## src/mts_pkg.sv

```systemverilog
// Package for the min-tracking stack: widths, command codes, controller
// states and the command/status structs between controller and datapath.
// No dependencies.
package mts_pkg;

   // default stack depth, handed down from the top level
   localparam int STACK_DEPTH_DEF = 256;

   // value and stored entry widths (encoded entries need two extra bits)
   localparam int DATA_W  = 32;
   localparam int ENTRY_W = 34;

   // command codes on req_cmd
   localparam logic CMD_PUSH = 1'b0;
   localparam logic CMD_POP  = 1'b1;

   // controller states
   typedef enum logic [1:0] {
      ST_IDLE,
      ST_LOAD,
      ST_EMIT
   } state_type;

   // controller to datapath
   typedef struct packed {
      logic do_push;    // push accepted word, stack not full
      logic do_pop;     // pop accepted, stack not empty
      logic set_err;    // accepted command, error flag value loaded
      logic err_val;
      logic rd_issue;   // read the entry below the current top
      logic load_top;   // load top entry register from RAM read data
      logic load_rsp;   // capture result word into output register
   } ctrl_cmd_type;

   // datapath to controller
   typedef struct packed {
      logic is_empty;
      logic is_full;
      logic has_two;    // at least two entries on the stack
   } dp_status_type;

endpackage

```

## src/mts_ctrl.sv

```systemverilog
// Controller state machine for the min-tracking stack: handshakes, command
// sequencing and the result valid flag. Depends on mts_pkg.
module mts_ctrl (
   input  logic                  clock,
   input  logic                  reset,
   input  logic                  req_valid,
   output logic                  req_stall,
   input  logic                  req_cmd,
   output logic                  rsp_valid,
   input  logic                  rsp_stall,
   input  mts_pkg::dp_status_type status,
   output mts_pkg::ctrl_cmd_type  cmd
);
   import mts_pkg::*;

   state_type state_ff, state_in;
   logic      rsp_valid_ff, rsp_valid_in;
   logic      accept;
   logic      rsp_free;

   assign req_stall = (state_ff != ST_IDLE);
   assign accept    = req_valid && !req_stall;
   assign rsp_free  = !rsp_valid_ff || !rsp_stall;
   assign rsp_valid = rsp_valid_ff;

   // state and result flag registers
   always_ff @(posedge clock) begin
      if (reset) begin
         state_ff     <= ST_IDLE;
         rsp_valid_ff <= 1'b0;
      end else begin
         state_ff     <= state_in;
         rsp_valid_ff <= rsp_valid_in;
      end
   end

   // next state and commands
   always_comb begin
      state_in     = state_ff;
      cmd          = '0;
      rsp_valid_in = rsp_valid_ff && rsp_stall;
      unique case (state_ff)
         ST_IDLE: begin
            if (accept) begin
               cmd.set_err = 1'b1;
               state_in    = ST_EMIT;
               if (req_cmd == CMD_PUSH) begin
                  cmd.err_val = status.is_full;
                  cmd.do_push = !status.is_full;
               end else begin
                  cmd.err_val = status.is_empty;
                  cmd.do_pop  = !status.is_empty;
                  // new top lives in RAM: fetch it before reporting
                  if (status.has_two) begin
                     cmd.rd_issue = 1'b1;
                     state_in     = ST_LOAD;
                  end
               end
            end
         end
         ST_LOAD: begin
            cmd.load_top = 1'b1;
            state_in     = ST_EMIT;
         end
         ST_EMIT: begin
            if (rsp_free) begin
               cmd.load_rsp = 1'b1;
               rsp_valid_in = 1'b1;
               state_in     = ST_IDLE;
            end
         end
         default: begin
            state_in = ST_IDLE;
         end
      endcase
   end

endmodule

```

## config.mk

```make
export PLATFORM = sky130hd
export DESIGN_NAME = mts_ctrl
export DESIGN_NICKNAME = d
export VERILOG_FILES = /design/src/mts_pkg.sv /design/src/mts_ctrl.sv
export SDC_FILE = /design/constraint.sdc
export NUM_CORES = 1
export LEC_CHECK = 0
export BUFFER_PORTS_ARGS = -buffer_cell sky130_fd_sc_hd__buf_2
export CORE_AREA = 5 5 42 44
export DETAILED_ROUTE_END_ITERATION = 16
export DIE_AREA = 0 0 47 49
export PLACE_DENSITY = 0.47
export REMOVE_ABC_BUFFERS = 1
export SLEW_MARGIN = 0
export SYNTH_ARGS = -nofsm -noshare
export SYNTH_HDL_FRONTEND = slang
export SYNTH_SLANG_ARGS = --single-unit
```

## constraint.sdc

```tcl
create_clock -name clock -period 2.3 [get_ports clock]
set_clock_uncertainty 0.15 [all_clocks]
set_input_delay 0.23 -clock clock [delete_from_list [all_inputs] [get_ports clock]]
set_output_delay 0.23 -clock clock [all_outputs]
set_load 0.05 [all_outputs]
```

# After elaboration in Yosys (flattened, before gate mapping)
# Index checks and enable logic that the tools add are counted.
[op_classes]
eq_ne = 4
muxes = 17
reduce_logical = 11
[ops]
columns = ["op", "n"]
rows = [
  ["1-bit two-way mux", 10],
  ["5-bit two-way mux", 2],
  ["2-bit two-way mux", 4],
  ["2-bit case mux with 3 select lines", 1],
  ["1-bit zero test", 5],
  ["2-bit != test (second input constant)", 2],
  ["2-bit by 1-bit equality test with 1-bit output (second input constant)", 1],
  ["2-bit equality test (second input constant)", 1],
  ["1-bit logical AND", 2],
  ["2-bit zero test", 1],
  ["2-bit AND reduction", 1],
  ["2-bit nonzero test", 1],
  ["1-bit logical OR", 1],
]
[word_totals]
output_inout_bits = 9
wordCells = 34
inputBits = 8
ff_bits = 3

# Depth between registers and ports, before layout
[logic_depth]
depth_word = 5
depth_mapped = 3
ltp_nobuf = 2

# Worst setup path before layout
# Ideal clock, no wire load.
[synth_path]
path_type = "register to output"
startpoint = "register state_ff[1]"
endpoint = "output port cmd[2] in the netlist's numbering"
path_stages_with_launch = 4
required_ns = 1.920
slack_ns = 0.431
path_buffers = 1
arrival_time_ns = 1.489
cell_sequence = "dfxtp_1 > or3b_1 > buf_6 > nor2_1"
[synth_lines]
columns = ["item", "line_no", "source"]
rows = [
  ["start, declared", "mts_ctrl.sv:16", "state_type state_ff, state_in;"],
  ["start signal, assigned", "mts_ctrl.sv:32", "state_ff <= state_in;"],
  ["end, declared", "mts_ctrl.sv:12", "output mts_pkg::ctrl_cmd_type cmd"],
]

==> run_results.csv <==
group,metric,value,unit
outcome,status,"finished clean",
placed_design,dpl_cell_area,290,um^2
detailed_routing,detail_route.drc_violations,0,
cts,cts.path.max_buffers,2,
floorplan,floorplan.initialDensity,0.144,
worst_setup_path,critPathArrivalTime,1.52,ns
flow_run,timing.max_cap.violations,0,
worst_setup_path,crit_path_max_fanout,6,
cts,post_cts.repair.setup_buffers,0,
synthesis,synth_warnings,0,
worst_setup_path,slowest_cell_delay_on_critical_path,0.50,ns
pwr,p_leak,0.172,nW
timing,timing.hold.ws,0.0529,ns
detailed_routing,postRouteAntennaNets,0,
placed_design,detailedPlacementHpwl,446,um
floorplan,rows,14,
global_routing,grt_pass1_vias,219,
cts,cts.clk_slew.worst_paths,0.04,ns
global_routing,use_met2,0.0905,
worst_setup_path,critPathTopFamily,"simple AND/OR/NAND/NOR gates",
global_routing,globalRoute.busiestLayer,"met2",
detailed_routing,dr.pass1.iters,2,
timing,clock.fmax,0.527,GHz
finish,areaGrowthSynthToFinish,57.1,%
global_routing,global_route.usage.total,0.0542,
cts,cts_made_buffers,3,
timing,finalHoldViolCount,0,
global_routing,globalRouteOverflowTotal,0,
placed_design,dpl_worst_slack,0.646,ns
timing,final.setup.worst_slack,0.403,ns
pwr,power.ir.vdd_worst,0.179,mV
floorplan,fp.dieArea,2300,um^2
placed_design,place.gp.congestion,0.634,
timing,relSlewSlack,0.836,
cts,clockRootBuffer,"sky130_fd_sc_hd__clkbuf_4",
global_routing,grt_use_met3,0.0221,
global_routing,groute.layer.met1.usage,0.0418,
worst_setup_path,worst-path-buf-inv,1,
synthesis,yosysSeqAreaShare,0.298,
global_routing,grt_pass1_wl,828,um
detailed_routing,wl_per_cell,9.03,um
worst_setup_path,endpoint_kind,"output port",
floorplan,die_height,49,um
timing,layout_worst_path_cycle_share,0.825,
finish,nNetsFinal,51,
cts,cts_resized,0,
timing,min_period,1.90,ns
finish,share_of_final_layout_standard_cells_stronger_than_drive_strength_1,0.571,
timing,report.final.slew_viol_count,0,
detailed_routing,routed_wire_length,524,um
pwr,p_per_area,717,nW/um^2
cts,tritoncts_clock_tree,"yes",
timing,timing.final.setup_violations,0,
floorplan,io_pins,17,
floorplan,fp.coreArea,1400,um^2
global_routing,grt_start_max_net_pins,7,
finish,antenna_cells,0,
synthesis,syn_avg_cell_area,8.76,um^2
worst_setup_path,worstPathCellList,"or3b_1 -> nor3b_2 -> buf_2",
synthesis,post_synth_num_cell_types,15,
detailed_routing,via_per_inst,3.72,
synthesis,synthesized_cell_area,201,um^2
cts,cts_hold_repair.buffers,0,
floorplan,chip_width,47,um
timing,rsz0062_at_grt,"false",
worst_setup_path,cp.required,1.92,ns
worst_setup_path,crit_type,"reg -> out",
worst_setup_path,critPathLaunchType,"flip-flop",
detailed_routing,drtIter0Drc,2,
global_routing,antenna_found_initial,0,
synthesis,synth-seq-cells,3,
synthesis,synth_cells,23,
finish,finish.instance_area,317,um^2
detailed_routing,routed-via-count,216,
timing,tightestPinTransition,0.245,ns
cts,htree_num_levels,1,
cts,clk_latency,0.23,ns
placed_design,port_buffers,16,
timing,setup-tns-final,0,ns
worst_hold_path,min_path_type,"in -> reg",
cts,clk_sink_count,3,
worst_setup_path,timing.critical_path.slowest_stage_cell,"sky130_fd_sc_hd__or3b_1",
logic make-up after synthesis:
logic type             share of synthesized area
AOI/OAI and AO/OA                          0.143
DFF                                        0.298
muxes                                     0.0497
and+or+nand+nor                            0.416
buffers and inverters                     0.0932
cells in the mapped netlist:
cell type / number / area, um^2
sky130_fd_sc_hd__mux2i_1: 1 / 10.0
sky130_fd_sc_hd__or2b_1: 1 / 7.51
sky130_fd_sc_hd__inv_1: 2 / 7.51
sky130_fd_sc_hd__and2b_2: 1 / 8.76
sky130_fd_sc_hd__dfxtp_1: 3 / 60.1
sky130_fd_sc_hd__a21bo_2: 1 / 10.0
sky130_fd_sc_hd__nor3_2: 2 / 20.0
sky130_fd_sc_hd__nor2_1: 3 / 11.3
sky130_fd_sc_hd__nor3b_2: 1 / 12.5
sky130_fd_sc_hd__buf_6: 1 / 11.3
sky130_fd_sc_hd__nand3b_1: 1 / 7.51
sky130_fd_sc_hd__nand2_1: 2 / 7.51
sky130_fd_sc_hd__or3b_1: 1 / 8.76
sky130_fd_sc_hd__a221oi_1: 1 / 8.76
sky130_fd_sc_hd__a21oi_1: 2 / 10.0
flip-flops by register name, summed over array words and instances, names as in the netlist:
register	count
state_ff	2
rsp_valid	1
stage by stage:
step	utilization	power (mW)	cells
floorplan	-	0.116	22
global placement	0.207	0.138	54
detailed placement	0.207	0.138	54
CTS	0.226	0.233	58
global route	0.226	0.240	58
finish	0.226	0.227	58
cell usage in the layout, fill, tap and decap left out, types with 2 or more instances in the layout:
master,netlist,routed
sky130_fd_sc_hd__buf_2,0,16
sky130_fd_sc_hd__nor2_1,3,3
sky130_fd_sc_hd__clkbuf_4,0,3
sky130_fd_sc_hd__dfxtp_1,3,3
sky130_fd_sc_hd__inv_1,2,2
sky130_fd_sc_hd__nand2_1,2,2
sky130_fd_sc_hd__a21oi_1,2,2
sky130_fd_sc_hd__nor3_2,2,2
final timing paths:
check	slack, ns	end	from	cells after the start
worst max-delay path	0.40	cmd[5]	state_ff[1]	3
worst min-delay path	0.05	state_ff[0]	reset	2
worst max register to register	1.07	state_ff[0]	state_ff[1]	2
worst min register to register	0.33	rsp_valid	rsp_valid	2
area by class of cell:
cell class / count / area (um^2)
multi-input combinational: 17 / 123
timing repair buffer: 16 / 80.1
sequential: 3 / 60.1
fill: 172 / 1080
tap: 16 / 20.0
inverter: 2 / 7.51
clock buffer: 4 / 26.3
power breakdown:
part / switching [mW] / internal [mW] / leakage (nW) / total (mW)
clock: 0.0255 / 0.0649 / 0.0150 / 0.0904
combinational: 0.0560 / 0.0214 / 0.132 / 0.0774
sequential: 0.00332 / 0.0560 / 0.0246 / 0.0593
total: 0.0848 / 0.142 / 0.172 / 0.227
routing by layer:
| layer | wire length [um] | part of all wire |
|---|---|---|
| met1 | 190 | 0.36 |
| met2 | 277 | 0.53 |
| met3 | 56 | 0.11 |
| met4 | 0 | 0 |
| met5 | 0 | 0 |
Power figures use the tool's default switching activity.
